## config.mk

```make
export PLATFORM = sky130hd
export DESIGN_NAME = pnc_min_tree
export DESIGN_NICKNAME = d
export VERILOG_FILES = /design/src/hw/rtl/pnc_pkg.sv /design/src/hw/rtl/pnc_min_tree.sv
export SDC_FILE = /design/constraint.sdc
export NUM_CORES = 1
export LEC_CHECK = 0
export BUFFER_PORTS_ARGS = -buffer_cell sky130_fd_sc_hd__buf_4
export CAP_MARGIN = 20
export CORE_MARGIN = 3
export CORE_UTILIZATION = 58
export CTS_BUF_LIST = sky130_fd_sc_hd__clkbuf_16
export CTS_CLUSTER_SIZE = 10
export DETAILED_ROUTE_END_ITERATION = 6
export GPL_TIMING_DRIVEN = 0
export PLACE_DENSITY = 0.82
export SLEW_MARGIN = 10
export SYNTH_ARGS = -nofsm -noshare
export SYNTH_HDL_FRONTEND = slang
export SYNTH_SLANG_ARGS = --single-unit
```

## constraint.sdc

```tcl
create_clock -name clk -period 3.05 [get_ports clk]
set_clock_uncertainty 0.2 [all_clocks]
set_input_delay 0.1525 -clock clk [delete_from_list [all_inputs] [get_ports clk]]
set_output_delay 0.1525 -clock clk [all_outputs]
set_load 0.01 [all_outputs]
```

## src/hw/rtl/pnc_pkg.sv

```systemverilog
// Shared constants, types and the fixed palette table of the nearest-colour quantiser.
package pnc_pkg;

  localparam int unsigned COMP_W           = 8;
  localparam int unsigned IDX_W            = 4;
  localparam int unsigned ROM_ENTRIES      = 16;
  localparam int unsigned PALETTE_SIZE_DEF = 16;
  localparam int unsigned SQ_W             = 2 * COMP_W;
  localparam int unsigned WGT_W            = 11;
  localparam int unsigned PROD_W           = WGT_W + SQ_W;
  localparam int unsigned DIST_W           = 29;
  localparam int unsigned WR_BASE          = 1024;
  localparam int unsigned WB_BASE          = 1534;
  localparam int unsigned DG_SHIFT         = 11;

  typedef struct packed {
    logic [COMP_W-1:0] r;
    logic [COMP_W-1:0] g;
    logic [COMP_W-1:0] b;
  } rgb_t;

  function automatic rgb_t pal_color(input int unsigned k);
    rgb_t c;
    case (k)
      0:       c = '{8'd209, 8'd214, 8'd215};
      1:       c = '{8'd211, 8'd105, 8'd41};
      2:       c = '{8'd157, 8'd58,  8'd155};
      3:       c = '{8'd65,  8'd136, 8'd194};
      4:       c = '{8'd232, 8'd178, 8'd63};
      5:       c = '{8'd114, 8'd168, 8'd54};
      6:       c = '{8'd201, 8'd109, 8'd144};
      7:       c = '{8'd53,  8'd56,  8'd60};
      8:       c = '{8'd125, 8'd125, 8'd116};
      9:       c = '{8'd53,  8'd118, 8'd134};
      10:      c = '{8'd92,  8'd36,  8'd152};
      11:      c = '{8'd41,  8'd48,  8'd139};
      12:      c = '{8'd92,  8'd60,  8'd33};
      13:      c = '{8'd76,  8'd90,  8'd40};
      14:      c = '{8'd133, 8'd40,  8'd35};
      15:      c = '{8'd1,   8'd1,   8'd1};
      default: c = '{8'd0,   8'd0,   8'd0};
    endcase
    return c;
  endfunction

endpackage

```

## src/hw/rtl/pnc_min_tree.sv

```systemverilog
// Registered binary minimum tree, one compare level per stage, lower index kept on ties.
module pnc_min_tree #(
  parameter int unsigned LEAVES = 16
) (
  input  logic                                    clk,
  input  logic                                    en,
  input  logic [LEAVES-1:0][pnc_pkg::DIST_W-1:0]  leaf_dist,
  output logic [$clog2(LEAVES)-1:0]               best_idx
);
  import pnc_pkg::*;

  localparam int unsigned IW = $clog2(LEAVES);

  // Heap numbering: node n is fed by nodes 2n and 2n+1, the leaves sit at LEAVES and above.
  logic [DIST_W-1:0] node_d [1:2*LEAVES-1];
  logic [IW-1:0]     node_i [1:2*LEAVES-1];

  for (genvar k = 0; k < LEAVES; k++) begin : g_leaf
    assign node_d[LEAVES+k] = leaf_dist[k];
    assign node_i[LEAVES+k] = IW'(k);
  end

  for (genvar n = 1; n < LEAVES; n++) begin : g_node
    logic          take_hi;
    logic [DIST_W-1:0] d_r;
    logic [IW-1:0]     i_r;

    assign take_hi = node_d[2*n+1] < node_d[2*n];

    always_ff @(posedge clk) begin
      if (en) begin
        d_r <= take_hi ? node_d[2*n+1] : node_d[2*n];
        i_r <= take_hi ? node_i[2*n+1] : node_i[2*n];
      end
    end

    assign node_d[n] = d_r;
    assign node_i[n] = i_r;
  end

  assign best_idx = node_i[1];

endmodule

```

# Word level (Yosys, flattened, before mapping)
# Cells that the tools add are included.
[totals]
word_cells = 73
mem_bits_rw = 0
mem_count = 0
register_bits = 466
latchBits = 0
inputBits = 466
out_inout_bits = 4
mem_bits_ro = 0
[op_classes]
bitwise = 0
div = 0
order_cmp = 15
muxes = 29
n_shift = 0
multipliers = 0
n_addsub = 0
eq_ne = 0
n_reduce_logical = 0
[op_table]
columns = ["operator", "n"]
rows = [
  ["less-than comparator 29 bit", 15],
  ["2-to-1 mux 29 bit", 14],
  ["2-to-1 mux 4 bit", 7],
  ["2-to-1 mux 1 bit", 8],
]

# Longest topological paths before layout
[depth]
ltp_word = 2
ltp_mapped = 9
ltp_nobuf = 8

# Worst setup path before layout
# OpenSTA, ideal clock, no wires.
[synth_timing]
kind = "register to register"
start = "register g_node[9].d_r[22]"
end = "register g_node[4].d_r[0] (data pin)"
setup_time_ns = 0.262
synth_period_minus_slack_ns = 2.639
slack_ns = 0.411
stages_incl_launch_ff = 9
t_arrival_ns = 2.177
path_buffers = 1
t_required_ns = 2.588
path_cell_list = "edfxtp_1 > ha_1 > a21o_1 > a221o_1 > a221oi_1 > o21ai_1 > a21oi_2 > buf_6 > mux2_1"
[synth_between]
elab_chain_len = 2
[synth_lines]
columns = ["element", "line_no", "text"]
rows = [
  ["from (decl)", "pnc_min_tree.sv:25", "logic [DIST_W-1:0] d_r;"],
  ["from (signal assigned)", "pnc_min_tree.sv:32", "d_r <= take_hi ? node_d[2*n+1] : node_d[2*n];"],
  ["less-than comparator 29 bit", "pnc_min_tree.sv:28", "assign take_hi = node_d[2*n+1] < node_d[2*n];"],
  ["2-to-1 mux 29 bit", "pnc_min_tree.sv:32", ""],
  ["to (signal assigned)", "pnc_min_tree.sv:32", ""],
  ["to (decl)", "pnc_min_tree.sv:25", ""],
]
# No other way between the ends.
# A chain may end at the register's enable or synchronous reset.

# Worst setup path in the final report
[layout_timing]
start = "input port leaf_dist[8] (netlist name)"
end = "register g_node[8].d_r[20] (data pin)"
[layout_between]
elab_chain_len = 2
[layout_lines]
columns = ["element", "line_no", "text"]
rows = [
  ["from (decl)", "pnc_min_tree.sv:7", "input logic [LEAVES-1:0][pnc_pkg::DIST_W-1:0] leaf_dist,"],
  ["less-than comparator 29 bit", "pnc_min_tree.sv:28", ""],
  ["2-to-1 mux 29 bit", "pnc_min_tree.sv:32", ""],
  ["to (signal assigned)", "pnc_min_tree.sv:32", ""],
  ["to (decl)", "pnc_min_tree.sv:25", ""],
]
# No other way between the ends.

==> impl_summary.txt <==
----------------------------------------------------
[Pwr]
  Total power after layout ... roughly 20 mW
  Leak pwr ... 18.46 nW
  Total power divided by cell area ... 500.1 nW/um^2
  Peak supply drop ... around 0.00048 V

[Drt]
  # DRC ... 0
  Routed len/inst ... 22.99 um
  Avg Vias per Cell ... between 5 and 6
  Number of search-and-repair iterations in the first detailed-routing pass ... 6
  Detail Route Antenna Nets ... 0
  Number of DRC violations after detailed-routing iteration 0 ... a little over 2,000
  Wire length after detailed routing ... roughly 94,000 um
  Number of vias in the routed layout ... about 24,000

[Clocking]
  Bufs on Longest Clock Path ... 3
  TritonCTS clock tree ... done
  Library cell used as clock root buffer ... clkbuf_16
  Cts bufs inserted ... 51
  Clock transition at the register clock pins on the worst setup and hold paths after CTS ... around 0.05 ns
  # H-tree levels ... 2
  Clock latency of the later-clocked register in the worst-skew pair ... between 0.6 and 0.7 ns
  Clock sink total ... roughly 430

[Synthesis]
  EDFF count, synth ... ~430
  Share of synthesized area occupied by flip-flops and latches ... 45.62%
  Distinct cell type count after synthesis ... 36
  Largest area contributor in the netlist ... edfxtp_1
  Top cell types by occurrence after synthesis ... edfxtp_1, inv_1, ha_1
  Mapped Cells ... around 2,400
  Most frequent cell after synthesis ... edfxtp_1
  Primary flip-flop cell chosen by synthesis mapping ... edfxtp_1
  Warnings from Yosys ... 0
  Share of synthesized registers carrying an async set or reset ... 0%
  Net count after synthesis ... between 3,000 and 4,000
  Cell types with the largest area share after synthesis ... edfxtp_1, ha_1, mux2_2
  Synthesized area divided by synthesized cell count ... ~12 um^2
  Summed instance area of the synthesized netlist ... roughly 28,000 um^2
  Register bit total from synthesis ... approximately 430
  Area share of the largest cell type after synthesis ... 45.62%

[Timing]
  Fmax achieved ... 298.3 MHz
  Shortest clock period the worst path allows after layout ... between 3 and 4 ns
  Slew HR ... a little under half
  Worst-Margin Slew ... 0.7942 ns
  Worst Hold Slack ... 0.2025 ns
  Final max-slew violation count ... 0
  Worst-case setup margin in the final layout ... -0.3028 ns
  Number of hold violations in the final report ... 0
  Number of setup violations in the final report ... 67
  Share of the clock period used by the worst path ... 109.9%
  Setup repair after global routing missed its margin ... true

[Min path]
  Classification of the worst-slack hold path ... in2reg

[Status]
  Failing checks ... setup timing
  Run status ... finished, violations left

[Critical path]
  Capturing element type of the critical path ... register
  Startpoint class of the critical path ... primary input
  CP Class ... in2reg
  CP Max Fanout ... 10
  Required @ worst endpoint ... 3.19 ns
  Slowest cell on crit path ... dlygate4sd3_1
  Slowest cell delay on critical path ... around 0.6 ns
  Ordered cell list for the critical path ... dlygate4sd3_1, buf_4, inv_1, ha_1, a21oi_1, nor2_1, a211oi_2, o31ai_4, a211oi_2, buf_4, buf_12, mux2_4, dlygate4sd3_1
  CP Data Arrival Time ... roughly 3.5 ns

[Die]
  Die W ... about 230 um
  Initial cell density of the core ... between 50% and 60%
  Floorplan core area ... just under 50,000 um^2
  Overall die area ... between 50,000 and 60,000 um^2
  I/O pin count ... 470
  Die span in y ... 227.4 um
  # rows ... 80

[Global route]
  Pin count of the biggest net entering global routing ... approximately 130
  Via count of the first global-routing pass ... approximately 25,000
  Wire length of the first global-routing pass ... between 100,000 and 150,000 um
  Tot GR Track Use ... between 30% and 40%
  Initial antenna violation count ... 6
  Aggregate global routing overflow ... 0

[Finish]
  Fraction of final layout cells with drive strength greater than 1 ... between 30 and 40%
  Area overhead of the layout relative to synthesis ... 41.09%
  NumNets Final ... roughly 4,300
  Non-filler cells in the finished layout ... a little over 4,000
  Layout Cell Area excl Fill ... 40,120 um^2

[Placed design]
  Final GP Congestion ... 0.9426
  Port Buf Inserts ... around 470
  DP Cell Count ... about 3,500
  Placed cell areas ... about 33,000 um^2
  Half-perimeter wire length after placement ... 57,860 um

[Job]
  Maximum capacitance violations ... 0

----------------------------------------------------
layout make-up:
| type | instances | area [um^2] |
|---|---|---|
| diodes | 7 | 17.52 |
| plain buffers | 42 | 416.7 |
| clock buffers | 51 | 1276 |
| clock inverters | 19 | 165.2 |
| fillers | 2301 | 7925 |
| inverters | 430 | 1614 |
| multi-input cells | 1494 | 14110 |
| flip-flops and latches | 432 | 12970 |
| well taps | 615 | 769.5 |
| repair buffers | 987 | 8782 |
path summary, 6_finish.rpt:
kind	startpoint	endpoint	slack [ns]	cells after the start
setup / recovery	leaf_dist[8]	g_node[8].d_r[20]	-0.30	13
hold reg to reg	g_node[2].i_r[1]	best_idx[1]	0.36	1
setup reg to reg	g_node[15].d_r[24]	g_node[7].d_r[23]	-0.10	8
hold / removal	leaf_dist[99]	g_node[9].d_r[12]	0.20	3
metrics by stage:
stage / setup WS (ns) / util, % / setup TNS (ns)
detailed placement: -0.1009 / 68.30 / -2.215
finish: -0.3028 / 83.51 / -4.127
global placement: -1.534 / 68.12 / -638.32
global route: -0.3551 / 83.49 / -7.765
CTS: 0.002158 / 81.02 / 0
floorplan: 0.4112 / - / 0
worst max-delay path: cells and delay by family:
family	cells	cell delay, ns
fa+ha+maj	1	0.31
simple gates	1	0.14
buf+inv	6	1.65
mux	1	0.31
compound gates	4	0.92
cells by family (layout without fill, tap and decap cells):
kind of cell	Yosys count	count (layout)	synth area share, %
multiplexers	417	417	16.90
flip-flops	432	432	45.62
AND/OR/NAND/NOR	301	301	5.179
adder cells (fa/ha/maj)	420	420	18.48
AO/OA/AOI/OAI	356	356	7.176
other	0	7	0
buffers and inverters	472	1529	6.653
per-layer routing:
metal / up-vias / GRT usage (%) / part of all wire [%]
met2: 1454 / 58.92 / 50
met5: - / 0 / 0
met4: 0 / 14.21 / 5.5
met1: 11750 / 38.98 / 37
met3: 428 / 5.674 / 7.6
li1: 10820 / - / -
registers in the layout (all words and copies together), names as in the netlist:
register and cells:
g_node.i_r 22, g_node.d_r 406, best_idx 4
cell usage in the layout, fill, tap and decap left out, drive strengths merged, types with 15 or more instances in the layout:
cell type     synthesis  routed
edfxtp              432     432
buf                  42     535
a221oi               18      18
nor2                 26      26
o21ai                76      76
a21oi               196     196
nand3                30      30
dlygate4sd3           0     464
mux2                417     417
inv                 430     438
a21o                 19      19
nand2               134     134
dlymetal6s4s          0      20
clkbuf                0      61
a31oi                15      15
nand4                60      60
ha                  420     420
nor2b                15      15
power by group:
part           total (mW)  internal, mW  switching (mW)
logic                6.42          3.36            3.07
registers            8.21          7.68           0.528
clock network        5.43          3.07            2.36
total                20.1          14.1            5.95
what timing repair did:
item | CTS | global route
gates cloned | 0 | 10
pin swaps | 0 | 30
gates resized for setup | 2 | 207
setup endpoints to repair | 59 | 282
buffers inserted | 1 | 20
endpoints found under the hold margin | 326 | 32
hold buffers | 465 | 33
(Power assumes the default switching activity.)
