<file path="src/hw/rtl/pnc_pkg.sv">
// Shared constants, types and the fixed palette table of the nearest-colour quantiser.
package pnc_pkg;

  localparam int unsigned COMP_W           = 8;
  localparam int unsigned IDX_W            = 4;
  localparam int unsigned ROM_ENTRIES      = 16;
  localparam int unsigned PALETTE_SIZE_DEF = 16;
  localparam int unsigned SQ_W             = 2 * COMP_W;
  localparam int unsigned WGT_W            = 11;
  localparam int unsigned PROD_W           = WGT_W + SQ_W;
  localparam int unsigned DIST_W           = 29;
  localparam int unsigned WR_BASE          = 1024;
  localparam int unsigned WB_BASE          = 1534;
  localparam int unsigned DG_SHIFT         = 11;

  typedef struct packed {
    logic [COMP_W-1:0] r;
    logic [COMP_W-1:0] g;
    logic [COMP_W-1:0] b;
  } rgb_t;

  function automatic rgb_t pal_color(input int unsigned k);
    rgb_t c;
    case (k)
      0:       c = '{8'd209, 8'd214, 8'd215};
      1:       c = '{8'd211, 8'd105, 8'd41};
      2:       c = '{8'd157, 8'd58,  8'd155};
      3:       c = '{8'd65,  8'd136, 8'd194};
      4:       c = '{8'd232, 8'd178, 8'd63};
      5:       c = '{8'd114, 8'd168, 8'd54};
      6:       c = '{8'd201, 8'd109, 8'd144};
      7:       c = '{8'd53,  8'd56,  8'd60};
      8:       c = '{8'd125, 8'd125, 8'd116};
      9:       c = '{8'd53,  8'd118, 8'd134};
      10:      c = '{8'd92,  8'd36,  8'd152};
      11:      c = '{8'd41,  8'd48,  8'd139};
      12:      c = '{8'd92,  8'd60,  8'd33};
      13:      c = '{8'd76,  8'd90,  8'd40};
      14:      c = '{8'd133, 8'd40,  8'd35};
      15:      c = '{8'd1,   8'd1,   8'd1};
      default: c = '{8'd0,   8'd0,   8'd0};
    endcase
    return c;
  endfunction

endpackage

</file>
<file path="src/hw/rtl/pnc_dist_lane.sv">
// Three-stage redmean distance lane for one fixed palette colour.
module pnc_dist_lane #(
  parameter int unsigned LANE_IDX = 0
) (
  input  logic                        clk,
  input  logic                        en,
  input  pnc_pkg::rgb_t               pix,
  output logic [pnc_pkg::DIST_W-1:0]  lane_dist
);
  import pnc_pkg::*;

  localparam rgb_t PAL = pal_color(LANE_IDX);

  logic [COMP_W-1:0] dr, dg, db;
  logic [COMP_W:0]   rsum;
  logic [SQ_W-1:0]   dr2_nxt, dg2_nxt, db2_nxt;
  logic [WGT_W-1:0]  wr_nxt, wb_nxt;
  logic [SQ_W-1:0]   dr2_r, dg2_r, db2_r;
  logic [WGT_W-1:0]  wr_r, wb_r;
  logic [PROD_W-1:0] pr_nxt, pg_nxt, pb_nxt;
  logic [PROD_W-1:0] pr_r, pg_r, pb_r;
  logic [DIST_W-1:0] dist_nxt, dist_r;

  always_comb begin
    dr      = (pix.r >= PAL.r) ? (pix.r - PAL.r) : (PAL.r - pix.r);
    dg      = (pix.g >= PAL.g) ? (pix.g - PAL.g) : (PAL.g - pix.g);
    db      = (pix.b >= PAL.b) ? (pix.b - PAL.b) : (PAL.b - pix.b);
    rsum    = {1'b0, pix.r} + {1'b0, PAL.r};
    dr2_nxt = SQ_W'(dr) * SQ_W'(dr);
    dg2_nxt = SQ_W'(dg) * SQ_W'(dg);
    db2_nxt = SQ_W'(db) * SQ_W'(db);
    wr_nxt  = WGT_W'(WR_BASE) + WGT_W'(rsum);
    // The blue weight never goes below 1024, as the red sum tops out at 510.
    wb_nxt  = WGT_W'(WB_BASE) - WGT_W'(rsum);
  end

  always_comb begin
    pr_nxt = PROD_W'(wr_r) * PROD_W'(dr2_r);
    pb_nxt = PROD_W'(wb_r) * PROD_W'(db2_r);
    pg_nxt = PROD_W'(dg2_r) << DG_SHIFT;
  end

  assign dist_nxt = DIST_W'(pr_r) + DIST_W'(pg_r) + DIST_W'(pb_r);

  always_ff @(posedge clk) begin
    if (en) begin
      dr2_r  <= dr2_nxt;
      dg2_r  <= dg2_nxt;
      db2_r  <= db2_nxt;
      wr_r   <= wr_nxt;
      wb_r   <= wb_nxt;
      pr_r   <= pr_nxt;
      pg_r   <= pg_nxt;
      pb_r   <= pb_nxt;
      dist_r <= dist_nxt;
    end
  end

  assign lane_dist = dist_r;

endmodule

</file>
<file path="config.mk">
export PLATFORM = sky130hd
export DESIGN_NAME = pnc_dist_lane
export DESIGN_NICKNAME = d
export VERILOG_FILES = /design/src/hw/rtl/pnc_pkg.sv /design/src/hw/rtl/pnc_dist_lane.sv
export SDC_FILE = /design/constraint.sdc
export NUM_CORES = 1
export LEC_CHECK = 0
export BUFFER_PORTS_ARGS = -buffer_cell sky130_fd_sc_hd__buf_2
export CAP_MARGIN = 0
export CORE_MARGIN = 4
export CORE_UTILIZATION = 59
export DETAILED_ROUTE_END_ITERATION = 6
export PLACE_DENSITY = 0.79
export SLEW_MARGIN = 20
export SYNTH_ARGS = -nofsm -noshare
export SYNTH_HDL_FRONTEND = slang
export SYNTH_SLANG_ARGS = --single-unit
</file>
<file path="constraint.sdc">
create_clock -name clk -period 5.65 [get_ports clk]
set_clock_uncertainty 0.2 [all_clocks]
set_input_delay 0 -clock clk [delete_from_list [all_inputs] [get_ports clk]]
set_output_delay 0 -clock clk [all_outputs]
set_load 0.005 [all_outputs]
</file>
# After elaboration in Yosys (flattened, before gate mapping)
# Index checks and enable logic that the tools add are counted.
[totals]
in_bits = 26
output_inout_bits = 29
regBits = 169
n_memories = 0
latchBits = 0
mem_bits_ro = 0
elab_cells = 31
ramBits = 0
[op_classes]
order_cmp = 3
add_sub_neg = 11
div_mod_pow = 0
reduce_logical = 0
bitwise = 0
n_eq_ne = 0
muxes = 3
mul = 5
n_shift = 0
[op_table]
columns = ["cell", "count"]
rows = [
  ["11-bit by 16-bit multiplier with 27-bit output", 2],
  ["8-bit by 8-bit multiplier with 16-bit output", 3],
  ["28-bit by 27-bit adder with 29-bit output", 1],
  ["27-bit by 27-bit adder with 28-bit output", 1],
  ["8-bit >= comparator, second input constant", 3],
  ["8-bit 2-to-1 mux", 3],
  ["8-bit subtractor, first input constant", 3],
  ["8-bit subtractor, second input constant", 3],
  ["11-bit by 9-bit adder with 11-bit output, first input constant", 1],
  ["11-bit by 9-bit subtractor with 11-bit output, first input constant", 1],
  ["8-bit by 8-bit adder with 9-bit output, second input constant", 1],
]

# Depth between registers and ports, before layout
# Gate-level depths: netlist of the first run.
[depth]
depth_word = 3
mapped_depth = 28
ltp_nobuf = 27

# Worst setup path before layout of the first run
# OpenSTA, ideal clock, no wires.
[synth_path]
kind = "input port to flip-flop"
from = "in pix[16] (netlist name)"
to = "reg dr2_r[15] (data pin)"
setup_slack_ps = -604
setup_time_ps = 262
n_path_buf = 1
t_required_ps = 5188
t_arrival_ps = 5792
stages = 26
path_cell_list = "inv_1 -> ha_1 -> or3b_1 -> o21ai_1 -> a21o_1 -> buf_4 -> o22ai_1 -> a22oi_1 -> xnor2_2 -> inv_2 -> nand2_1 -> inv_2 -> fa_1 -> fa_1 -> inv_1 -> fa_1 -> fa_1 -> inv_1 -> ha_1 -> or3_1 -> o21ai_0 -> a21oi_1 -> and4_1 -> a2111oi_0 -> a21oi_1 -> xor2_1"
[synth_between]
elab_chain_len = 3
elab_cells_between_ends = 5
classes_between = "add/sub (2); mul (1); order compare (1); mux (1)"
[synth_rtl]
columns = ["item", "line", "text"]
rows = [
  ["start, declared", "pnc_dist_lane.sv:7", "input pnc_pkg::rgb_t pix,"],
  ["8-bit subtractor / 8-bit >= comparator (equally long branches)", "pnc_dist_lane.sv:25", "dr = (pix.r >= PAL.r) ? (pix.r - PAL.r) : (PAL.r - pix.r);"],
  ["8-bit 2-to-1 mux *", "pnc_dist_lane.sv:25", ""],
  ["8-bit by 8-bit multiplier with 16-bit output *", "pnc_dist_lane.sv:29", "dr2_nxt = SQ_W'(dr) * SQ_W'(dr);"],
  ["via dr2_nxt[15]", "pnc_dist_lane.sv:16", "logic [SQ_W-1:0] dr2_nxt, dg2_nxt, db2_nxt;"],
  ["end signal, assigned", "pnc_dist_lane.sv:47", "dr2_r <= dr2_nxt;"],
  ["end, declared", "pnc_dist_lane.sv:18", "logic [SQ_W-1:0] dr2_r, dg2_r, db2_r;"],
]
# The timed path passes the listed nets; every way through them passes the cells marked *.
# A chain may end at the register's enable or synchronous reset.

# Worst setup path in the final report of the first run
[layout_path]
from = "reg wb_r[5]"
to = "reg pb_r[26] (data pin)"
[layout_between]
elab_chain_len = 1
[layout_rtl]
columns = ["item", "line", "text"]
rows = [
  ["start, declared", "pnc_dist_lane.sv:19", "logic [WGT_W-1:0] wr_r, wb_r;"],
  ["start signal, assigned", "pnc_dist_lane.sv:51", "wb_r <= wb_nxt;"],
  ["11-bit by 16-bit multiplier with 27-bit output", "pnc_dist_lane.sv:39", "pb_nxt = PROD_W'(wb_r) * PROD_W'(db2_r);"],
  ["via pb_nxt[26]", "pnc_dist_lane.sv:20", "logic [PROD_W-1:0] pr_nxt, pg_nxt, pb_nxt;"],
  ["end signal, assigned", "pnc_dist_lane.sv:54", "pb_r <= pb_nxt;"],
  ["end, declared", "pnc_dist_lane.sv:21", "logic [PROD_W-1:0] pr_r, pg_r, pb_r;"],
]
# The timed path passes the listed nets, and every way through them passes these cells.

==> key figures, run 1 <==
Outcome
  – Outcome: finished, violations left
  – Failing checks: negative hold slack, negative setup slack

Place
  – PortBufs: 54
  – Post-place setup slack: -0.380 ns
  – Gpl congestion: 0.926
  – Detailed placement HPWL: 40.5 mm
  – Area after detailed placement: 24,800 µm²

Worst setup path
  – WP buf/inv: 2
  – CP Capture Type: flip-flop
  – Cell family with most CP delay: adder cells
  – Critical path's most frequent cell: fa_1
  – Kind of start point of the critical path: flip-flop
  – Critical path arrival: 5.80 ns
  – CP Class: flip-flop to flip-flop
  – Max incr delay on CP: 0.58 ns
  – Crit path cell chain: buf_6 > buf_4 > and2_1 > fa_1 > fa_1 > fa_1 > fa_1 > fa_1 > ha_1 > a21oi_4 > o21ai_2 > a221o_1 > a221oi_2 > nand2_1 > a31o_1 > or4_1 > nand4_1
  – Req. time, crit path: 5.75 ns
  – Crit path max fanout: 5
  – Crit-path slowest cell: fa_1

Synth
  – EDFF count, synth: 162
  – Synthesis Warnings: 0
  – #FFs+latches synth: 162
  – Synth Cell Area: 22,700 µm²
  – FFs w/ async S/R, synth: 0%
  – Syn Inst Count: 2,292
  – Sequential area share after synthesis: 21.5%
  – Primary FF master, synth: edfxtp_1
  – Syn Area/Cell: 9.89 µm²
  – Cell variety after synth: 74

CTS
  – Worst-Skew Late Latency: 0.44 ns
  – Clk buf depth: 2
  – CTS Buf Count: 17
  – Root buffer cell: clkbuf_16
  – Clock transition at path regs: 0.08 ns
  – TritonCTS clock tree: done
  – Htree depth: 4
  – Clk sink count: 162

STA
  – Hold slack: -0.0242 ns
  – Post-layout min period: 5.70 ns
  – Setup ws final: -0.0479 ns
  – Period Utilization, post-route: 101%
  – Slew margin rel.: 40.0%
  – Final Max Slew Viols: 0
  – RSZ-0062 raised after global routing: true
  – Setup TNS: -0.0479 ns
  – Final Setup Violations: 1
  – Worst-margin pin slew: 0.900 ns
  – Hold Fails Final Rpt: 1
  – F_max: 0.176 GHz

Cells and area
  – Area growth syn-to-layout: 17.7%
  – Final Instance Area: 26,700 µm²
  – Final Net Count: 3,199
  – Share of cells above drive strength 1: 17.5%
  – FF/Latch Area: 4860 µm²
  – Area of the multi-input gates: 16,600 µm²
  – Fillers: 2,595

Global route
  – Vias in the first global route: 17,700
  – Gr usage total: 24.8%
  – Initial antenna violation count: 1
  – Gr ovfl total: 0
  – First-pass GRT wire length: 84.4 mm
  – Largest net degree at the start of global routing: 98

Route
  – Vias per cell: 5.49
  – DR iter-0 viols: 1,065
  – Initial DRT Pass Iterations: 7
  – DRC viols: 0
  – Vias: 17,000
  – Final ANT Viol Nets: 0
  – WL/cell: 17.0 µm
  – Drt total wl: 52.8 mm

Die
  – Die X: 204 µm
  – Die H: 204 µm
  – I/O pin count: 55
  – Core Box Area: 37,800 µm²
  – Die Area: 41,600 µm²
  – Row count: 71
  – Initial Utilization: 60.0%

Worst hold path
  – Hold crit path type: input port to flip-flop

Job
  – Max Cap Viol: 0
-- cell usage in the layout, fill, tap and decap left out, types with 18 or more instances in the layout --
cell type / Yosys / final
inv_1: 402 / 392
o21a_1: 18 / 18
clkbuf_16: 0 / 18
xor2_1: 43 / 41
a21o_1: 39 / 38
o21ai_0: 26 / 23
fa_1: 316 / 311
inv_2: 12 / 21
and2_1: 143 / 141
xnor2_1: 91 / 88
ha_1: 280 / 270
buf_2: 2 / 52
nand2_1: 212 / 206
a21oi_1: 95 / 79
nor2_1: 147 / 144
buf_4: 1 / 220
edfxtp_1: 162 / 162
-- final cells by class --
class                           instances  share of cell area, %
Tap cell                              511                   2.40
Multi-Input combinational cell       1671                   62.3
Sequential cell                       162                   18.2
Clock inverter                         15                  0.803
Clock buffer                           17                   1.60
Timing Repair Buffer                  310                   8.83
Antenna cell                            1                0.00939
Inverter                              415                   5.86
-- path summary, 6_finish.rpt --
check,endpoint,slack (ns),startpoint,cells after the start
worst min register to register,pg_r[16],0.22,dg2_r[5],0
worst max-delay path,pb_r[26],-0.05,wb_r[5],17
worst min-delay path,dr2_r[2],-0.02,pix[17],3
worst max register to register,pb_r[26],-0.05,wb_r[5],17
-- synthesized netlist by cell type (all sizes together), types with 3 or more instances --
cell / instances / area share (%)
a31oi: 9 / 0.25
a211oi: 8 / 0.27
a211o: 3 / 0.12
or3: 6 / 0.17
a21o: 40 / 1.3
ha: 280 / 15
a2111oi: 5 / 0.22
xor2: 44 / 1.7
o221ai: 4 / 0.15
and2: 143 / 3.9
nand2: 212 / 3.5
nor3: 21 / 0.46
a21boi: 6 / 0.20
o21a: 18 / 0.60
and3: 15 / 0.42
nand4: 9 / 0.25
inv: 414 / 6.9
nor2b: 18 / 0.50
nor2: 147 / 2.4
o41ai: 3 / 0.15
buf: 4 / 0.13
o21ai: 50 / 1.1
o211ai: 5 / 0.17
mux2i: 10 / 0.44
a221oi: 3 / 0.14
nand3: 13 / 0.29
or2: 14 / 0.39
o31ai: 3 / 0.099
edfxtp: 162 / 21
xnor2: 93 / 3.7
fa: 316 / 28
clkbuf: 55 / 0.91
nand2b: 20 / 0.55
o21bai: 7 / 0.23
a21oi: 97 / 2.2
-- registers in the layout, indices dropped and copies added (netlist names) --
signal / count
db2_r: 15
dg2_r: 15
dr2_r: 15
lane_dist: 29
pb_r: 27
pg_r: 15
pr_r: 27
wb_r: 11
wr_r: 8
-- metrics by stage --
stage,cells,util [%]
floorplan,2307,-
global placement,2984,65.6
detailed placement,2984,65.6
CTS,3035,68.0
global route,3101,70.6
finish,3102,70.6
-- logic make-up after synthesis --
group           synth area share [%]
simple gates                    13.3
fa+ha+maj                       43.4
buf+inv                         7.91
compound gates                  8.02
flops                           21.5
xor+xnor                        5.40
mux                            0.491
other cells                   0.0331
-- repair_timing --
action / in CTS / in global routing
hold buffers: 16 / 1
setup buffers: 3 / 65
endpoints found under the hold margin: 78 / 1
resized for setup: 12 / 116
cloned: 0 / 1
setup endpoints to repair: 8 / 33
pin swaps: 1 / 67
-- tightest hold or removal path: stages --
cell	delay, ns
buf_2	0.12
buf_4	0.16
ha_1	0.20
-- metal layers --
layer	wire, µm	track usage, %
met4	1560	7.68
met1	21400	32.0
met2	26700	43.1
met5	0	0
met3	3170	4.16
Power of run 1 is not shown: default switching activity piles up to over one toggle a cycle in this logic, so the estimate is an artifact.
==> run 2: changes to the inputs <==
CORE_UTILIZATION = 63   (was 59)
PLACE_DENSITY = 0.8   (was 0.79)
clock period = 6.2 ns   (was 5.65 ns; I/O delays follow)
==> run 2 against run 1 <==
Compared with the run above: the run now ends clean; first-iteration DRC count shrank 4.6%; critical path depth stayed put; maximum frequency shrank 4.4%; register-to-register slack improved by 0.29 ns; worst hold slack improved by 0.052 ns; sequential share of layout area up 1.4 points; via count decreased by 5.9%; setup slack better by 0.29 ns; sequential cell count unchanged; non-clock buffer count shrank 170; global-route usage increased by 0.85 points; critical path type unchanged; critical endpoint is now pr_r[24].
==> key figures, run 2 (synthesis results as in run 1) <==
Die
  – Die X: 198 µm (-3.1%)
  – Die Area: 39,100 µm² (-6.1%)
  – Row count: 69 (-2.8%)
  – Core Box Area: 35,500 µm² (-6.0%)
  – Die H: 198 µm (-3.1%)
  – Initial Utilization: 63.9% (+3.8 points)
  – I/O pin count: 55 (unchanged)

Global route
  – Gr usage total: 25.6% (+0.85 points)
  – First-pass GRT wire length: 81.0 mm (-4.0%)
  – Vias in the first global route: 16,800 (-5.0%)
  – Gr ovfl total: 0 (unchanged)
  – Largest net degree at the start of global routing: 89 (-9.2%)
  – Initial antenna violation count: 1 (unchanged)

Outcome
  – Outcome: complete, no violations

Worst setup path
  – Req. time, crit path: 6.18 ns (+0.43 ns)
  – Worst r2r src: dr2_r[3]
  – Crit path max fanout: 10 (+5)
  – CP Capture Point: pr_r[24]
  – R2R Setup Slk: 0.24 ns (+0.29 ns)
  – CP Capture Type: flip-flop
  – Reg2Reg Depth: 17 (unchanged)
  – Kind of start point of the critical path: flip-flop
  – Worst R2R End: pr_r[24]
  – CP Class: flip-flop to flip-flop
  – Worst Setup SP: dr2_r[3]
  – Critical path arrival: 5.94 ns (+0.14 ns)

Place
  – Detailed placement HPWL: 39.7 mm (-1.9%)
  – Gpl congestion: 0.898 (-3.1%)
  – Area after detailed placement: 23,800 µm² (-4.0%)
  – PortBufs: 54 (unchanged)

Route
  – DR iter-0 viols: 1,016 (-4.6%)
  – Final ANT Viol Nets: 0 (unchanged)
  – Initial DRT Pass Iterations: 6 (-1)
  – Drt total wl: 48.2 mm (-8.6%)
  – Vias: 16,000 (-5.9%)
  – WL/cell: 16.7 µm (-1.6%)
  – Vias per cell: 5.56 (+1.3%)
  – DRC viols: 0 (unchanged)

STA
  – Hold Fails Final Rpt: 0 (-1)
  – Period Utilization, post-route: 96.1% (-4.7 points)
  – Final Max Slew Viols: 0 (unchanged)
  – Slew margin rel.: 41.4% (+1.4 points)
  – Post-layout min period: 5.96 ns (+0.260 ns)
  – Setup TNS: 0 ns (+0.0479 ns)
  – Worst-margin pin slew: 0.880 ns (-0.0208 ns)
  – Final Setup Violations: 0 (-1)
  – F_max: 0.168 GHz (-4.4%)

CTS
  – Clk buf depth: 2 (unchanged)
  – Worst-Skew Late Latency: 0.45 ns (about the same)
  – Clock transition at path regs: 0.07 ns (about the same)
  – Htree depth: 4 (unchanged)
  – TritonCTS clock tree: done
  – Clk sink count: 162 (unchanged)
  – CTS Buf Count: 17 (unchanged)
  – Root buffer cell: clkbuf_16

Worst hold path
  – Hold crit path type: input port to flip-flop

Cells and area
  – Area growth syn-to-layout: 9.18%
  – Final Net Count: 3,029 (-5.3%)
  – Fillers: 2,626 (+1.2%)
  – Final Instance Area: 24,700 µm² (-7.2%)
  – Layout Utilization: 69.7% (-0.89 points)
  – Most common cell after layout, fill and taps aside: inv_1
  – Most frequent cells in the layout: 402 x inv_1, 316 x fa_1, 279 x ha_1, 212 x nand2_1, 162 x edfxtp_1
  – N_diodes: 0 (-1)
  – Share of cells above drive strength 1: 7.81% (-9.7 points)
  – Max FFs per register: 29 (unchanged)

Job
  – Max Cap Viol: 0 (unchanged)
run 2: cell types whose count changed in the layout (fill, tap and decap cells not counted), moves of 9 or more:
cell | before | now
buf_4 | 220 | 62
a21oi_1 | 79 | 94
a21oi_2 | 16 | 2
buf_6 | 15 | 2
inv_1 | 392 | 402
ha_1 | 270 | 279
inv_2 | 21 | 12
o21ai_2 | 10 | 1
run 2: worst min path at each step:
stage,from,to,slack (ns),depth (start not counted)
2_1_floorplan,pix[8],dg2_r[0],-0.10,0
3_3_place_gp,pix[8],dg2_r[0],0.09,1
3_5_place_dp,pix[8],dg2_r[0],0.09,1
4_1_cts,pix[8],dg2_r[3],0.003,4
5_1_grt,pix[16],wb_r[3],0.05,6
6_report,pix[16],wb_r[3],0.03,6
run 2: what timing repair did:
action	4_1_cts	5_1_grt
setup endpoints to repair	0	15
endpoints found under the hold margin	106	0
hold buffers	22	0
gates resized for setup	0	21
buffers inserted	0	3
run 2: final cells by class:
class	instances	area [µm²]	share of cell area (%)
multi-input cells	1671	16100	65.3
well taps	461	577	2.33
repair buffers	140	1000	4.06
clock buffers	17	425	1.72
inverters	415	1560	6.30
clock inverters	15	160	0.647
flip-flops and latches	162	4860	19.7
run 2: per-layer routing:
metal	vias up	GRT usage [%]	share of wire (%)
met4	0	7.63	2.5
li1	7568	-	-
met1	7903	35.7	44
met2	462	42.7	48
met5	-	0	0
met3	94	3.17	5.3
run 2: metrics by stage:
| stage | setup WS [ns] | instances | hold WS (ns) |
|---|---|---|---|
| final | 0.242 | 2881 | 0.0280 |
| after detailed placement | 0.0335 | 2823 | 0.0866 |
| after floorplan | 0.0308 | 2307 | -0.101 |
| after global placement | 0.149 | 2823 | 0.0883 |
| after CTS | 0.0728 | 2877 | 0.00347 |
| after global routing | -0.0115 | 2881 | 0.0456 |
run 2: worst max-delay path: stages (launching register included):
cell and delay (ns):
edfxtp_1 0.63, and2_1 0.27, fa_1 0.45, fa_1 0.54
inv_1 0.05, fa_1 0.47, inv_1 0.05, fa_1 0.50
fa_1 0.48, ha_1 0.38, and3_1 0.19, and3_1 0.17
a211oi_2 0.08, a211oi_1 0.51, nor2_1 0.17, o221ai_1 0.25
a21oi_1 0.12, xnor2_1 0.16
Power of run 2 is left out for the same reason.
==> run 3: changes to the inputs <==
CELL_PAD_IN_SITES_DETAIL_PLACEMENT = 2   (was default)
CELL_PAD_IN_SITES_GLOBAL_PLACEMENT = 2   (was default)
CORE_UTILIZATION = 43   (was 63)
PLACE_DENSITY = default   (was 0.8)
PLACE_DENSITY_LB_ADDON = 0.1   (was default)
==> run 3 against run 2 <==
Compared with the run above: via count grew 3.7%; first-iteration DRC count is 31% lower; maximum frequency down 1.4%; non-clock buffer count grew 53; critical path type unchanged; critical endpoint is now pb_r[26]; highest routed layer unchanged.
==> key figures, run 3 (synthesis results as in run 1) <==
CTS
  – Clk buf depth: 2 (unchanged)
  – Htree depth: 4 (unchanged)
  – Clk sink count: 162 (unchanged)
  – CTS Buf Count: 17 (unchanged)
  – TritonCTS clock tree: done
  – Worst-Skew Late Latency: 0.48 ns (+0.03 ns)
  – Clock transition at path regs: 0.07 ns (about the same)
  – Root buffer cell: clkbuf_16

STA
  – Slew margin rel.: 35.8% (-5.5 points)
  – Final Max Slew Viols: 0 (unchanged)
  – Period Utilization, post-route: 97.5% (+1.4 points)
  – Hold slack: 0.0544 ns (+0.0264 ns)
  – RSZ-0062 raised after global routing: true
  – Post-layout min period: 6.04 ns (+0.0861 ns)
  – Hold Fails Final Rpt: 0 (unchanged)
  – Worst-margin pin slew: 0.963 ns (+0.0832 ns)
  – F_max: 0.165 GHz (-1.4%)
  – Final Setup Violations: 0 (unchanged)
  – Setup ws final: 0.156 ns (-0.0861 ns)

Worst setup path
  – Cell count along the critical path: 19 (+2)
  – CP Capture Type: flip-flop
  – WP buf/inv: 4 (+2)
  – Max incr delay on CP: 0.59 ns (-0.04 ns)
  – Req. time, crit path: 6.33 ns (+0.15 ns)
  – CP Class: flip-flop to flip-flop
  – Crit-path slowest cell: edfxtp_1
  – Reg2Reg Depth: 19 (+2)
  – Kind of start point of the critical path: flip-flop
  – Critical path arrival: 6.18 ns (+0.24 ns)
  – Critical path's most frequent cell: fa_1
  – Crit path cell chain: buf_4 > nand2_1 > fa_1 > fa_1 > inv_1 > fa_1 > inv_1 > fa_1 > fa_1 > inv_1 > ha_1 > a21oi_4 > o21ai_2 > a221o_1 > a221oi_2 > nand2_1 > a31o_1 > or4_1 > nand4_1
  – Cell family with most CP delay: adder cells
  – R2R Setup Slk: 0.16 ns (-0.09 ns)
  – Crit path max fanout: 9 (-1)

Route
  – Vias: 16,600 (+3.7%)
  – Final ANT Viol Nets: 0 (unchanged)
  – Vias per cell: 5.27 (-5.2%)
  – Drt total wl: 68.8 mm (+43%)
  – DR iter-0 viols: 704 (-31%)
  – DRC viols: 0 (unchanged)
  – Initial DRT Pass Iterations: 5 (-1)
  – WL/cell: 21.8 µm (+30%)

Global route
  – Initial antenna violation count: 1 (unchanged)
  – Vias in the first global route: 19,500 (+16%)
  – Busiest layer in global routing: met2
  – Gr usage total: 23.7% (-1.9 points)
  – Met3 Use GR: 2.56% (-0.61 points)
  – M1 GR Usage: 30.3% (-5.4 points)
  – First-pass GRT wire length: 106 mm (+31%)
  – Gr ovfl total: 0 (unchanged)
  – M2 GR Usage: 43.7% (+1.1 points)
  – Largest net degree at the start of global routing: 96 (+7.9%)

Place
  – Area after detailed placement: 24,200 µm² (+1.7%)
  – Gpl congestion: 0.844 (-6.0%)
  – Dpl cells: 3,058 (+8.3%)
  – Post-place setup slack: -0.418 ns (-0.452 ns)
  – Detailed placement HPWL: 54.5 mm (+37%)
  – PortBufs: 54 (unchanged)

Cells and area
  – Final Net Count: 3,082 (+1.7%)
  – Final Instance Area: 25,400 µm² (+2.7%)
  – Non-filler cells, final: 3,153 (+9.4%)
  – Share of cells above drive strength 1: 10.1% (+2.3 points)
  – Fillers: 5,465 (+110%)
  – Max FFs per register: 29 (unchanged)
  – Most common cell after layout, fill and taps aside: inv_1
  – N_diodes: 0 (unchanged)
  – Area growth syn-to-layout: 12.1%
  – Most frequent cells in the layout: 402 x inv_1, 316 x fa_1, 277 x ha_1, 212 x nand2_1, 162 x edfxtp_1

Die
  – Row count: 83 (+20%)
  – Core Box Area: 51,700 µm² (+46%)
  – I/O pin count: 55 (unchanged)
  – Die Area: 56,400 µm² (+44%)
  – Die H: 238 µm (+20%)
  – Initial Utilization: 43.8% (-20 points)
  – Die X: 238 µm (+20%)

Worst hold path
  – Hold-critical path depth: 4 (-2)
  – Hold crit path type: input port to flip-flop

Outcome
  – Outcome: complete, no violations

Job
  – Max Cap Viol: 0 (unchanged)
## run 3: cell types whose count changed in the layout (fill, tap and decap cells not counted), moves of 3 or more
cell / delta
inv_8: -3
dlygate4sd3_1: -3
buf_4: +55
clkinv_8: -3
## run 3: metal layers
metal  part of all wire (%)  vias to the layer above
met3                    2.5                       67
met2                     52                      209
met4                    1.8                        0
met1                     43                     8684
li1                       -                     7662
met5                      0                        -
## run 3: worst paths after layout
check / endpoint / from
setup / recovery: pb_r[26] / wb_r[4]
hold reg to reg: pg_r[26] / dg2_r[15]
hold / removal: wb_r[7] / pix[19]
setup reg to reg: pb_r[26] / wb_r[4]
## run 3: per-stage QoR
stage / TNS (ns) / utilization (%)
floorplan: 0 / -
global placement: 0 / 46.8
detailed placement: -0.726 / 46.8
CTS: 0 / 48.2
global route: -0.362 / 49.1
finish: 0 / 49.1
## run 3: area by class of cell
| type | instances | area [µm²] | share of cell area [%] |
|---|---|---|---|
| inverter | 415 | 1560 | 6.13 |
| clock buffer | 19 | 433 | 1.70 |
| tap | 680 | 851 | 3.35 |
| clock inverter | 13 | 103 | 0.404 |
| timing repair buffer | 193 | 1380 | 5.41 |
| sequential | 162 | 4860 | 19.2 |
| multi-input combinational | 1671 | 16200 | 63.8 |
## run 3: timing repair
action,CTS,global route
hold buffers,19,0
pin swaps,0,3
hold endpoints to repair,70,0
gates resized for setup,0,30
buffers inserted,3,41
endpoints found under the setup margin,2,24
## run 3: worst min-delay path: stages
cell and delay [ns]:
buf_2 0.17, nand4_1 0.13, nor2_1 0.07, xnor2_1 0.17
Power of run 3 is left out for the same reason.
